File: config.mk
export PLATFORM = sky130hd
export DESIGN_NAME = lane_line_tracking_fsm_unit
export DESIGN_NICKNAME = d
export VERILOG_FILES = /design/src/rtl/core/llt_pkg.sv /design/src/rtl/core/llt_tracker.sv /design/src/rtl/core/lane_line_tracking_fsm_unit.sv
export SDC_FILE = /design/constraint.sdc
export NUM_CORES = 1
export LEC_CHECK = 0
export BUFFER_PORTS_ARGS = -buffer_cell sky130_fd_sc_hd__buf_4
export CAP_MARGIN = 20
export CORE_MARGIN = 8
export CORE_UTILIZATION = 30
export CTS_CLUSTER_DIAMETER = 100
export DETAILED_ROUTE_END_ITERATION = 8
export PLACE_DENSITY = 0.53
export SETUP_SLACK_MARGIN = 0.2
export SLEW_MARGIN = 20
export SYNTH_ARGS = -nofsm -noshare
export SYNTH_HDL_FRONTEND = slang
export SYNTH_SLANG_ARGS = --single-unit
File: constraint.sdc
create_clock -name clk -period 10.5 [get_ports clk]
set_clock_uncertainty 0.15 [all_clocks]
set_input_delay 2.1 -clock clk [delete_from_list [all_inputs] [get_ports clk]]
set_output_delay 2.1 -clock clk [all_outputs]
set_load 0.1 [all_outputs]
File: src/rtl/core/llt_pkg.sv
// ----------------------------------------------------------------------------
// llt_pkg
// Shared types, register indexes and constants for the lane line tracker.
// ----------------------------------------------------------------------------
package llt_pkg;

  localparam int unsigned PosW   = 12;
  localparam int unsigned CntW   = 16;
  localparam int unsigned CurvW  = 16;
  localparam int unsigned ThrW   = 15;
  localparam int unsigned SpeedW = 16;
  localparam int unsigned CfgIdxW  = 3;
  localparam int unsigned CfgDataW = 16;

  localparam logic [CntW-1:0] CntMax = '1;

  // Configuration register indexes
  localparam logic [CfgIdxW-1:0] CfgCurvThr   = 3'd0;
  localparam logic [CfgIdxW-1:0] CfgZeroCyc   = 3'd1;
  localparam logic [CfgIdxW-1:0] CfgImgWidth  = 3'd2;
  localparam logic [CfgIdxW-1:0] CfgIdleMin   = 3'd3;
  localparam logic [CfgIdxW-1:0] CfgIdleMax   = 3'd4;
  localparam logic [CfgIdxW-1:0] CfgStopSpeed = 3'd5;

  // Tracker modes
  typedef enum logic [2:0] {
    MODE_STOP       = 3'd0,
    MODE_ZERO_LEFT  = 3'd1,
    MODE_ZERO_RIGHT = 3'd2,
    MODE_LEFT       = 3'd3,
    MODE_RIGHT      = 3'd4,
    MODE_TWO        = 3'd5
  } mode_t;

  typedef struct packed {
    logic [ThrW-1:0]   curvature_threshold;
    logic [CntW-1:0]   empty_limit;
    logic [PosW-1:0]   image_width;
    logic [PosW-1:0]   idle_min_x;
    logic [PosW-1:0]   idle_max_x;
    logic [SpeedW-1:0] stop_speed;
  } cfg_t;

  typedef struct packed {
    logic [1:0]              line_count;
    logic [PosW-1:0]         cur_left_x;
    logic [PosW-1:0]         cur_right_x;
    logic [PosW-1:0]         prev_left_x;
    logic [PosW-1:0]         prev_right_x;
    logic signed [CurvW-1:0] curvature;
  } item_t;

  typedef struct packed {
    logic [PosW-1:0]   used_left_x;
    logic [PosW-1:0]   used_right_x;
    logic [2:0]        tracker_state;
    logic              speed_override_valid;
    logic [SpeedW-1:0] speed_override;
  } result_t;

endpackage

File: src/rtl/core/llt_tracker.sv
// ----------------------------------------------------------------------------
// llt_tracker
// Tracker mode and frame counter registers with the next-state and position
// selection logic for one frame.
// ----------------------------------------------------------------------------
module llt_tracker (
  input  logic             clk,
  input  logic             rst_n,
  input  logic             advance,
  input  llt_pkg::item_t   item,
  input  llt_pkg::cfg_t    cfg,
  output llt_pkg::result_t result
);

  llt_pkg::mode_t                mode_r, mode_nxt;
  logic [llt_pkg::CntW-1:0]      cnt_r, cnt_nxt;
  logic [llt_pkg::CntW-1:0]      cnt_inc;
  logic                          cnt_done;
  logic                          two;
  logic                          one;
  logic [llt_pkg::CurvW:0]       curv_ext;
  logic [llt_pkg::CurvW:0]       curv_mag;
  logic                          curv_big;
  logic [llt_pkg::PosW-1:0]      gap_left;
  logic [llt_pkg::PosW-1:0]      gap_right;
  logic                          right_turn;
  logic [llt_pkg::PosW-1:0]      ul;
  logic [llt_pkg::PosW-1:0]      ur;
  logic                          ovr;

  // Hold state, advance on each frame that moves to the result register
  always_ff @(posedge clk) begin
    if (!rst_n) begin
      mode_r <= llt_pkg::MODE_TWO;
      cnt_r  <= '0;
    end else if (advance) begin
      mode_r <= mode_nxt;
      cnt_r  <= cnt_nxt;
    end
  end

  // Saturating frame count and empty-frame limit
  assign cnt_inc  = (cnt_r == llt_pkg::CntMax) ? cnt_r : cnt_r + 1'b1;
  assign cnt_done = (cnt_inc >= cfg.empty_limit);

  assign two = item.line_count[1];
  assign one = (item.line_count == 2'd1);

  // Turn direction: curvature sign when large, otherwise the smaller gap
  assign curv_ext  = {item.curvature[llt_pkg::CurvW-1], item.curvature};
  assign curv_mag  = curv_ext[llt_pkg::CurvW] ? -curv_ext : curv_ext;
  assign curv_big  = (curv_mag > {2'b00, cfg.curvature_threshold});
  assign gap_left  = (item.cur_left_x >= item.prev_left_x) ?
                     item.cur_left_x - item.prev_left_x :
                     item.prev_left_x - item.cur_left_x;
  assign gap_right = (item.cur_right_x >= item.prev_right_x) ?
                     item.cur_right_x - item.prev_right_x :
                     item.prev_right_x - item.cur_right_x;
  assign right_turn = curv_big ? item.curvature[llt_pkg::CurvW-1]
                               : (gap_left < gap_right);

  // Next mode, counter and chosen positions
  always_comb begin
    mode_nxt = mode_r;
    cnt_nxt  = cnt_r;
    ul       = cfg.idle_min_x;
    ur       = cfg.idle_max_x;
    ovr      = 1'b0;
    if (two) begin
      ul = item.cur_left_x;
      ur = item.cur_right_x;
      if (mode_r == llt_pkg::MODE_TWO) begin
        cnt_nxt = cnt_inc;
      end else begin
        mode_nxt = llt_pkg::MODE_TWO;
        cnt_nxt  = '0;
      end
    end else begin
      case (mode_r)
        llt_pkg::MODE_TWO: begin
          if (one) begin
            cnt_nxt = '0;
            if (right_turn) begin
              ul       = item.cur_left_x;
              ur       = cfg.image_width;
              mode_nxt = llt_pkg::MODE_LEFT;
            end else begin
              ul       = '0;
              ur       = item.cur_right_x;
              mode_nxt = llt_pkg::MODE_RIGHT;
            end
          end else if (cnt_done) begin
            mode_nxt = llt_pkg::MODE_STOP;
            cnt_nxt  = '0;
          end else begin
            cnt_nxt = cnt_inc;
          end
        end
        llt_pkg::MODE_LEFT: begin
          if (one) begin
            ul      = item.cur_left_x;
            ur      = cfg.image_width;
            cnt_nxt = cnt_inc;
          end else begin
            ul       = cfg.image_width;
            ur       = cfg.image_width;
            mode_nxt = llt_pkg::MODE_ZERO_LEFT;
            cnt_nxt  = '0;
          end
        end
        llt_pkg::MODE_ZERO_LEFT: begin
          if (one) begin
            ul       = item.cur_left_x;
            ur       = cfg.image_width;
            mode_nxt = llt_pkg::MODE_LEFT;
            cnt_nxt  = '0;
          end else begin
            ul = cfg.image_width;
            ur = cfg.image_width;
            if (cnt_done) begin
              mode_nxt = llt_pkg::MODE_STOP;
              cnt_nxt  = '0;
            end else begin
              cnt_nxt = cnt_inc;
            end
          end
        end
        llt_pkg::MODE_RIGHT: begin
          ul = '0;
          if (one) begin
            ur      = item.cur_right_x;
            cnt_nxt = cnt_inc;
          end else begin
            ur       = '0;
            mode_nxt = llt_pkg::MODE_ZERO_RIGHT;
            cnt_nxt  = '0;
          end
        end
        llt_pkg::MODE_ZERO_RIGHT: begin
          ul = '0;
          if (one) begin
            ur       = item.cur_right_x;
            mode_nxt = llt_pkg::MODE_RIGHT;
            cnt_nxt  = '0;
          end else begin
            ur = '0;
            if (cnt_done) begin
              mode_nxt = llt_pkg::MODE_STOP;
              cnt_nxt  = '0;
            end else begin
              cnt_nxt = cnt_inc;
            end
          end
        end
        default: begin
          // Stop: hold the stop mode and request the override speed
          mode_nxt = llt_pkg::MODE_STOP;
          cnt_nxt  = cnt_inc;
          ovr      = 1'b1;
        end
      endcase
    end
  end

  // Assemble the result for this frame
  always_comb begin
    result.used_left_x          = ul;
    result.used_right_x         = ur;
    result.tracker_state        = mode_nxt;
    result.speed_override_valid = ovr;
    result.speed_override       = ovr ? cfg.stop_speed : '0;
  end

endmodule

File: src/rtl/core/lane_line_tracking_fsm_unit.sv
// ----------------------------------------------------------------------------
// lane_line_tracking_fsm_unit
// An input beat passes the input register, then the result register.
// Throughput: one frame per cycle unless out_ready holds the result stage,
// set by the single next-state pass of the tracker between the two registers.
// Reset (rst_n low, synchronous): mode two lines, frame count zero, both
// stages empty, configuration registers at their defaults.
// ----------------------------------------------------------------------------
module lane_line_tracking_fsm_unit (
  input  logic                              clk,
  input  logic                              rst_n,
  // configuration
  input  logic                              cfg_we,
  input  logic [llt_pkg::CfgIdxW-1:0]       cfg_idx,
  input  logic [llt_pkg::CfgDataW-1:0]      cfg_wdata,
  // input channel
  input  logic                              in_valid,
  output logic                              in_ready,
  input  logic [1:0]                        in_line_count,
  input  logic [llt_pkg::PosW-1:0]          in_cur_left_x,
  input  logic [llt_pkg::PosW-1:0]          in_cur_right_x,
  input  logic [llt_pkg::PosW-1:0]          in_prev_left_x,
  input  logic [llt_pkg::PosW-1:0]          in_prev_right_x,
  input  logic signed [llt_pkg::CurvW-1:0]  in_curvature,
  // result channel
  output logic                              out_valid,
  input  logic                              out_ready,
  output logic [llt_pkg::PosW-1:0]          out_used_left_x,
  output logic [llt_pkg::PosW-1:0]          out_used_right_x,
  output logic [2:0]                        out_tracker_state,
  output logic                              out_speed_override_valid,
  output logic [llt_pkg::SpeedW-1:0]        out_speed_override
);

  llt_pkg::cfg_t    cfg_r;
  llt_pkg::item_t   item_r;
  logic             item_vld_r;
  llt_pkg::result_t res_r;
  llt_pkg::result_t res_calc;
  logic             res_vld_r;
  logic             advance;

  // Configuration registers
  always_ff @(posedge clk) begin
    if (!rst_n) begin
      cfg_r.curvature_threshold <= llt_pkg::ThrW'(1024);
      cfg_r.empty_limit         <= llt_pkg::CntW'(10);
      cfg_r.image_width         <= llt_pkg::PosW'(640);
      cfg_r.idle_min_x          <= '0;
      cfg_r.idle_max_x          <= llt_pkg::PosW'(639);
      cfg_r.stop_speed          <= '0;
    end else if (cfg_we) begin
      case (cfg_idx)
        llt_pkg::CfgCurvThr:   cfg_r.curvature_threshold <= cfg_wdata[llt_pkg::ThrW-1:0];
        llt_pkg::CfgZeroCyc:   cfg_r.empty_limit         <= cfg_wdata[llt_pkg::CntW-1:0];
        llt_pkg::CfgImgWidth:  cfg_r.image_width         <= cfg_wdata[llt_pkg::PosW-1:0];
        llt_pkg::CfgIdleMin:   cfg_r.idle_min_x          <= cfg_wdata[llt_pkg::PosW-1:0];
        llt_pkg::CfgIdleMax:   cfg_r.idle_max_x          <= cfg_wdata[llt_pkg::PosW-1:0];
        llt_pkg::CfgStopSpeed: cfg_r.stop_speed          <= cfg_wdata[llt_pkg::SpeedW-1:0];
        default: ;
      endcase
    end
  end

  // Handshake: the input stage drains whenever the result stage frees up
  assign advance  = item_vld_r && (!res_vld_r || out_ready);
  assign in_ready = !item_vld_r || advance;

  // Input register
  always_ff @(posedge clk) begin
    if (!rst_n) begin
      item_vld_r <= 1'b0;
    end else if (in_ready) begin
      item_vld_r <= in_valid;
    end
  end

  always_ff @(posedge clk) begin
    if (in_valid && in_ready) begin
      item_r.line_count   <= in_line_count;
      item_r.cur_left_x   <= in_cur_left_x;
      item_r.cur_right_x  <= in_cur_right_x;
      item_r.prev_left_x  <= in_prev_left_x;
      item_r.prev_right_x <= in_prev_right_x;
      item_r.curvature    <= in_curvature;
    end
  end

  llt_tracker u_tracker (
    .clk     (clk),
    .rst_n   (rst_n),
    .advance (advance),
    .item    (item_r),
    .cfg     (cfg_r),
    .result  (res_calc)
  );

  // Result register
  always_ff @(posedge clk) begin
    if (!rst_n) begin
      res_vld_r <= 1'b0;
    end else if (advance) begin
      res_vld_r <= 1'b1;
    end else if (out_ready) begin
      res_vld_r <= 1'b0;
    end
  end

  always_ff @(posedge clk) begin
    if (advance) begin
      res_r <= res_calc;
    end
  end

  assign out_valid                = res_vld_r;
  assign out_used_left_x          = res_r.used_left_x;
  assign out_used_right_x         = res_r.used_right_x;
  assign out_tracker_state        = res_r.tracker_state;
  assign out_speed_override_valid = res_r.speed_override_valid;
  assign out_speed_override       = res_r.speed_override;

endmodule

==> run summary, run 1 <==
Post-synth top flop -> edfxtp_1
Max incr delay on CP -> 0.68 ns
Vias -> 10400
Most frequent cells in the layout -> 243 x nand2_1, 143 x buf_4, 128 x a21oi_1
Syn Nets -> 1579
DRC -> 0
Crit Path Max Fanout -> 17
Crit-path leading delay family -> compound AO/OA/AOI/OAI gates
ANT nets after route -> 0
Synth Register Bits -> 214
Total power density per cell area -> 158 nW/um^2
Post-cts sizing count -> 0
Crit Path Class -> reg2reg
Hold buffer count at CTS -> 0
Synth async-reset ratio -> 0
Register area share after synthesis -> 0.432
Die area -> 48300 sq um
Mux cell area share after synthesis -> 0.0124
Worst Hold Class -> reg2reg
Post-synthesis compound-gate area fraction -> 0.204
Period Utilization, post-route -> 0.526
Crit-path slowest cell -> o221ai_2
Root Driver -> clkbuf_16
Critical Path AT -> 5.65 ns
CTS tree -> yes
Layout cells sized above 1 -> 0.152
Crit path cell chain -> inv_1 > ha_1 > inv_1 > fa_1 > a21o_1 > a221oi_1 > o21ai_1 > o221ai_2 > mux2_2 > ha_1 > or3b_2 > o211ai_1 > a21oi_1 > o221ai_1 > o211ai_4 > a2111oi_0 > a211oi_1
Synth Area per Inst -> 8.94 sq um
Grt ovf -> 0
First-pass GRT wire length -> 58500 um
Post-synth EDFFs -> 110
YS warnings -> 0
Top post-synthesis cells by area -> edfxtp_1 26%, dfxtp_1 17%, ha_1 9.0%, nand2_1 7.3%, a21oi_1 5.2%
CTS buffer count -> 26
Via density -> 5.08
Routed wire per std cell -> 18.5 um
Clk slew on worst S/H paths -> 0.06 ns
Post-layout nets -> 1675
Vias in the first global route -> 10100
Hold_ws -> 0.299 ns
Final instance area -> 14800 sq um
Placed insts -> 1993
Die Y -> 220 um
Slew margin rel. -> 0.260
Iteration-0 DRC Markers -> 819
RePlAce Congestion -> 0.853
Rows -> 74
Worst VDD drop -> 116 uV
Top-area cell type share of the netlist area -> 0.265
Post-synthesis adder-cell area fraction -> 0.0967
# H-tree levels -> 1
Fin. max-slew vios -> 0
Synth area leader -> edfxtp_1
First drt pass iteration count -> 6
CP Capture Type -> flop
Gr usage total -> 0.152
Simple-gate area share of the yosys netlist -> 0.174
Worst slew pin tran -> 1.11 ns
Unrepaired setup endpoints after global routing -> false
Clk Latency, worst-skew pair -> 0.55 ns
Synthesized instance count -> 1395
Number of max-cap violations -> 0
Initial antenna violation count -> 0
DP Area -> 13900 sq um
CP Launch Type -> flop
Largest family of logic cells by synthesized area -> compound AO/OA/AOI/OAI gates
Initial core utilization -> 0.305
P&R area growth vs syn -> 18.8%
Largest net degree at the start of global routing -> 67
# IOs -> 136
Run status -> finished clean
Setup Fix Bufs, Post-CTS -> 0
Worst endpoint required time -> 10.63 ns
Die width -> 220 um
Final setup fails -> 0
Fmax -> 0.181 GHz
Total negative slack -> 0 ns
Most common cell after layout, fill and taps aside -> nand2_1
Unique cell type count in the Yosys netlist -> 72
Ant. Diodes -> 0
Leak pwr -> 5.83 nW
Fin crit period -> 5.53 ns
WL final -> 37800 um
CTS Sinks -> 214
Clock buffer depth -> 3
Worst Path Buf+Inv -> 2
DP HPWL -> 27500 um
Mapped cell area -> 12500 sq um
Hold Vio Cnt, Final -> 0
Xor-xnor portion of the synthesized cell area -> 0.0267
Port Buffers -> 135
Core area -> 40900 sq um
Total power -> 2.34 mW
Post-Layout Cell Count -> 2043
cell usage after synthesis (5+ instances only):
| library cell | count |
|---|---|
| buf_2 | 9 |
| a211oi_1 | 27 |
| nand3_1 | 36 |
| or3_1 | 7 |
| a21oi_1 | 129 |
| nand4_1 | 12 |
| nor4_1 | 5 |
| a22oi_1 | 27 |
| o211ai_1 | 12 |
| a31oi_1 | 6 |
| and2_1 | 25 |
| nor2_1 | 68 |
| xor2_1 | 14 |
| a22o_1 | 9 |
| nor2b_1 | 13 |
| o31ai_1 | 6 |
| o21ai_0 | 65 |
| buf_1 | 6 |
| xnor2_1 | 24 |
| a31o_2 | 13 |
| mux2i_1 | 11 |
| and3_1 | 9 |
| inv_1 | 98 |
| nand2b_1 | 10 |
| dfxtp_1 | 104 |
| ha_1 | 90 |
| or2_2 | 7 |
| a2111oi_0 | 13 |
| a21o_1 | 15 |
| edfxtp_1 | 110 |
| o21a_1 | 20 |
| clkbuf_1 | 56 |
| nand2_1 | 243 |
| nor3_1 | 25 |
metrics by stage:
step / worst slack [ns] / utilization
2_1_floorplan: 5.39 / -
3_3_place_gp: 5.07 / 0.339
3_5_place_dp: 4.97 / 0.340
4_1_cts: 4.97 / 0.362
5_1_grt: 4.53 / 0.362
6_report: 4.97 / 0.362
report_power, final:
group / switching (mW) / internal, mW / leakage (nW) / total, mW
Sequential: 0.0305 / 0.919 / 1.91 / 0.950
Combinational: 0.301 / 0.164 / 3.46 / 0.464
Clock: 0.361 / 0.570 / 0.459 / 0.931
Total: 0.692 / 1.65 / 5.83 / 2.34
area by class of cell:
class,instances,area [sq um]
clock buffer,42,877
timing repair buffer,143,1070
clock inverter,6,33.8
inverter,98,368
sequential,214,5390
fill,4190,26100
multi-input combinational,1008,6420
tap,532,666
flip-flops by register name, indices dropped and copies added (netlist names):
| signal | cells |
|---|---|
| cfg_r | 83 |
| item_r | 66 |
| item_vld_r | 1 |
| out_speed_override | 16 |
| out_speed_override_valid | 1 |
| out_tracker_state | 3 |
| out_used_left_x | 12 |
| out_used_right_x | 12 |
| out_valid | 1 |
| u_tracker.cnt_r | 16 |
| u_tracker.mode_r | 3 |
path summary, 6_finish.rpt:
kind	from	slack [ns]	cells after the start	end
setup / recovery	item_r[52]	4.97	17	out_used_right_x[8]
hold / removal	cfg_r[6]	0.30	2	cfg_r[6]
setup reg to reg	item_r[52]	4.97	17	out_used_right_x[8]
hold reg to reg	cfg_r[6]	0.30	2	cfg_r[6]
per-layer routing:
layer / part of all wire / vias up / track usage
li1: - / 5174 / -
met1: 0.47 / 4884 / 0.207
met2: 0.45 / 274 / 0.246
met3: 0.053 / 56 / 0.0250
met4: 0.027 / 0 / 0.0435
met5: 0 / - / 0
logic make-up (layout without fill, tap and decap cells):
family,count (synthesis),count (layout)
AO/OA/AOI/OAI,385,385
XOR/XNOR,38,38
adder cells (fa/ha/maj),94,94
buffers and inverters,173,289
flip-flops,214,214
multiplexers,15,15
AND/OR/NAND/NOR,476,476
tightest hold or removal path: stages, from the launching register on:
cell	delay [ns]
dfxtp_1	0.30
nand2_1	0.05
a21oi_1	0.05
Power figures use the tool's default switching activity.
==> inputs of run 2 (changes only) <==
- clock period: 10.5 -> 5.35 ns (I/O delays scaled with it)
==> run 2 against run 1 <==
Compared with the run above:
- register-to-register slack lost 4.5 ns
- largest power group unchanged
- first-iteration DRC count is 10% lower
- total power is 100% higher
- sequential power is 96% higher
- setup slack lost 4.5 ns
- wire length is 2.9% higher
- critical path type unchanged
- sequential share of layout area shrank 0.42 points
- cell area grew 1.2%
- maximum frequency up 12%
- critical path depth up 1
- hold slack got worse by 0.0011 ns
==> run summary, run 2 (synthesis gave the netlist of run 1 again) <==
Worst slew pin tran -> 1.11 ns (+0.00127 ns)
Fmax -> 0.203 GHz (+12%)
GR peak layer -> met2
Hold_ws -> 0.298 ns (-0.00109 ns)
Largest net degree at the start of global routing -> 73 (+9.0%)
Crit path top cell by count -> inv_1
Routed wire per std cell -> 18.9 um (+2.1%)
Vias -> 10600 (+2.2%)
Ant. Diodes -> 0 (unchanged)
First drt pass iteration count -> 5 (-1)
Initial core utilization -> 0.305 (unchanged)
Gr usage total -> 0.155 (+0.00321)
Clk Latency, worst-skew pair -> 0.56 ns (about the same)
Root Driver -> clkbuf_16
DP HPWL -> 28100 um (+2.1%)
Most common cell after layout, fill and taps aside -> nand2_1
Period Utilization, post-route -> 0.920 (+0.393)
Crit path cell chain -> inv_1 > ha_1 > inv_1 > fa_1 > a211oi_1 > o21ai_1 > a21oi_2 > o31ai_4 > inv_1 > a221oi_1 > xor2_1 > ha_1 > a21o_1 > a211o_1 > o221ai_4 > o211ai_4 > a2111oi_1 > a211oi_1
Crit Path Max Fanout -> 10 (-7)
Port Buffers -> 135 (unchanged)
Largest Register -> cfg_r
Fin crit period -> 4.92 ns (-0.605 ns)
Layout fillers -> 4149 (-0.98%)
# IOs -> 136 (unchanged)
Hold Vio Cnt, Final -> 0 (unchanged)
Slew margin rel. -> 0.261 (+0.000871)
Met2 GRT Util -> 0.254 (+0.00885)
Worst VDD drop -> 236 uV (+100%)
ANT nets after route -> 0 (unchanged)
GR Layer Usage met1 -> 0.211 (+0.00351)
Crit Path Class -> reg2reg
Die Y -> 220 um (unchanged)
Die area -> 48300 sq um (unchanged)
Post-layout nets -> 1690 (+0.90%)
Crit-path leading delay family -> compound AO/OA/AOI/OAI gates
Core area -> 40900 sq um (unchanged)
CTS tree -> yes
# H-tree levels -> 1 (unchanged)
RePlAce Congestion -> 0.869 (+1.8%)
First-pass GRT wire length -> 59600 um (+1.9%)
Grt ovf -> 0 (unchanged)
Worst Hold Class -> reg2reg
Total negative slack -> 0 ns (unchanged)
Number of max-cap violations -> 0 (unchanged)
Die width -> 220 um (unchanged)
Initial antenna violation count -> 0 (unchanged)
Crit-path slowest cell -> o31ai_4
CP Capture Type -> flop
DRC -> 0 (unchanged)
WL final -> 38900 um (+2.9%)
Iteration-0 DRC Markers -> 735 (-10%)
Number of flip-flops in the largest register -> 83 (unchanged)
Vias in the first global route -> 10300 (+1.6%)
M3 GR Usage -> 0.0234 (-0.00151)
Worst Path Buf+Inv -> 3 (+1)
Run status -> finished clean
Clock buffer depth -> 3 (unchanged)
Most frequent cells in the layout -> 243 x nand2_1, 156 x buf_4, 126 x a21oi_1
Critical Path AT -> 5.06 ns (-0.59 ns)
P&R area growth vs syn -> 20.2%
Top flop regs -> cfg_r (83), item_r (66)
Worst endpoint required time -> 5.48 ns (-5.15 ns)
Leak pwr -> 5.89 nW (+1.1%)
Unrepaired setup endpoints after global routing -> false
Clk slew on worst S/H paths -> 0.06 ns (about the same)
Max incr delay on CP -> 0.49 ns (-0.19 ns)
Rows -> 74 (unchanged)
Final setup fails -> 0 (unchanged)
Total power density per cell area -> 312 nW/um^2 (+97%)
CTS Sinks -> 214 (unchanged)
CTS buffer count -> 27 (+3.8%)
CP Launch Type -> flop
Fin. max-slew vios -> 0 (unchanged)
Via density -> 5.16 (+1.4%)
Layout cells sized above 1 -> 0.163 (+0.0115)
run 2: cell types whose count changed in the layout (fill, tap and decap cells not counted), sizes merged:
| cell | change |
|---|---|
| o211ai | +1 |
| inv | +1 |
| bufinv | +1 |
| buf | +13 |
run 2: per-stage QoR:
step | setup WS, ns | util | cells | power [mW] | cell area [sq um]
6_report | 0.430 | 0.366 | 2059 | 4.68 | 15000
5_1_grt | 0.183 | 0.366 | 2059 | 4.89 | 15000
4_1_cts | 0.272 | 0.363 | 2053 | 4.67 | 14900
3_5_place_dp | 0.166 | 0.341 | 2003 | 2.82 | 14000
3_3_place_gp | 0.303 | 0.341 | 2003 | 2.81 | 14000
2_1_floorplan | 0.502 | - | 1395 | 2.53 | 12500
run 2: power by group:
group          internal, mW  total [mW]  switching, mW
clock                  1.11        1.83          0.728
combinational         0.353       0.985          0.631
sequential             1.80        1.86         0.0577
run 2: path summary, 6_finish.rpt:
path	slack, ns	cells after the start	start	to
min	0.30	2	cfg_r[14]	cfg_r[14]
min reg2reg	0.30	2	cfg_r[14]	cfg_r[14]
max	0.43	18	item_r[40]	out_used_right_x[8]
max reg2reg	0.43	18	item_r[40]	out_used_right_x[8]
run 2: timing repair:
item / in CTS / in global routing
setup endpoints to repair: 4 / 26
buffers inserted: 0 / 5
cloned: 0 / 1
pin swaps: 1 / 3
hold buffers: 0 / 0
resized for setup: 1 / 21
run 2: tightest hold or removal path, stage by stage (launching register included):
cell	delay (ns)
dfxtp_1	0.30
nand2_1	0.05
a21oi_1	0.05
run 2: routing by layer:
layer / vias to the layer above / share of wire / routed length, um
met4: 0 / 0.025 / 982
li1: 5213 / - / -
met1: 5034 / 0.45 / 17700
met2: 317 / 0.46 / 18000
met5: - / 0 / 0
met3: 56 / 0.057 / 2200
run 2: area by class of cell:
type | instances | area (sq um) | share of cell area
tap | 532 | 666 | 0.0444
clock inverter | 8 | 72.6 | 0.00484
sequential | 214 | 5390 | 0.359
clock buffer | 42 | 825 | 0.0550
inverter | 98 | 368 | 0.0245
timing repair buffer | 156 | 1170 | 0.0781
multi-input combinational | 1009 | 6510 | 0.434
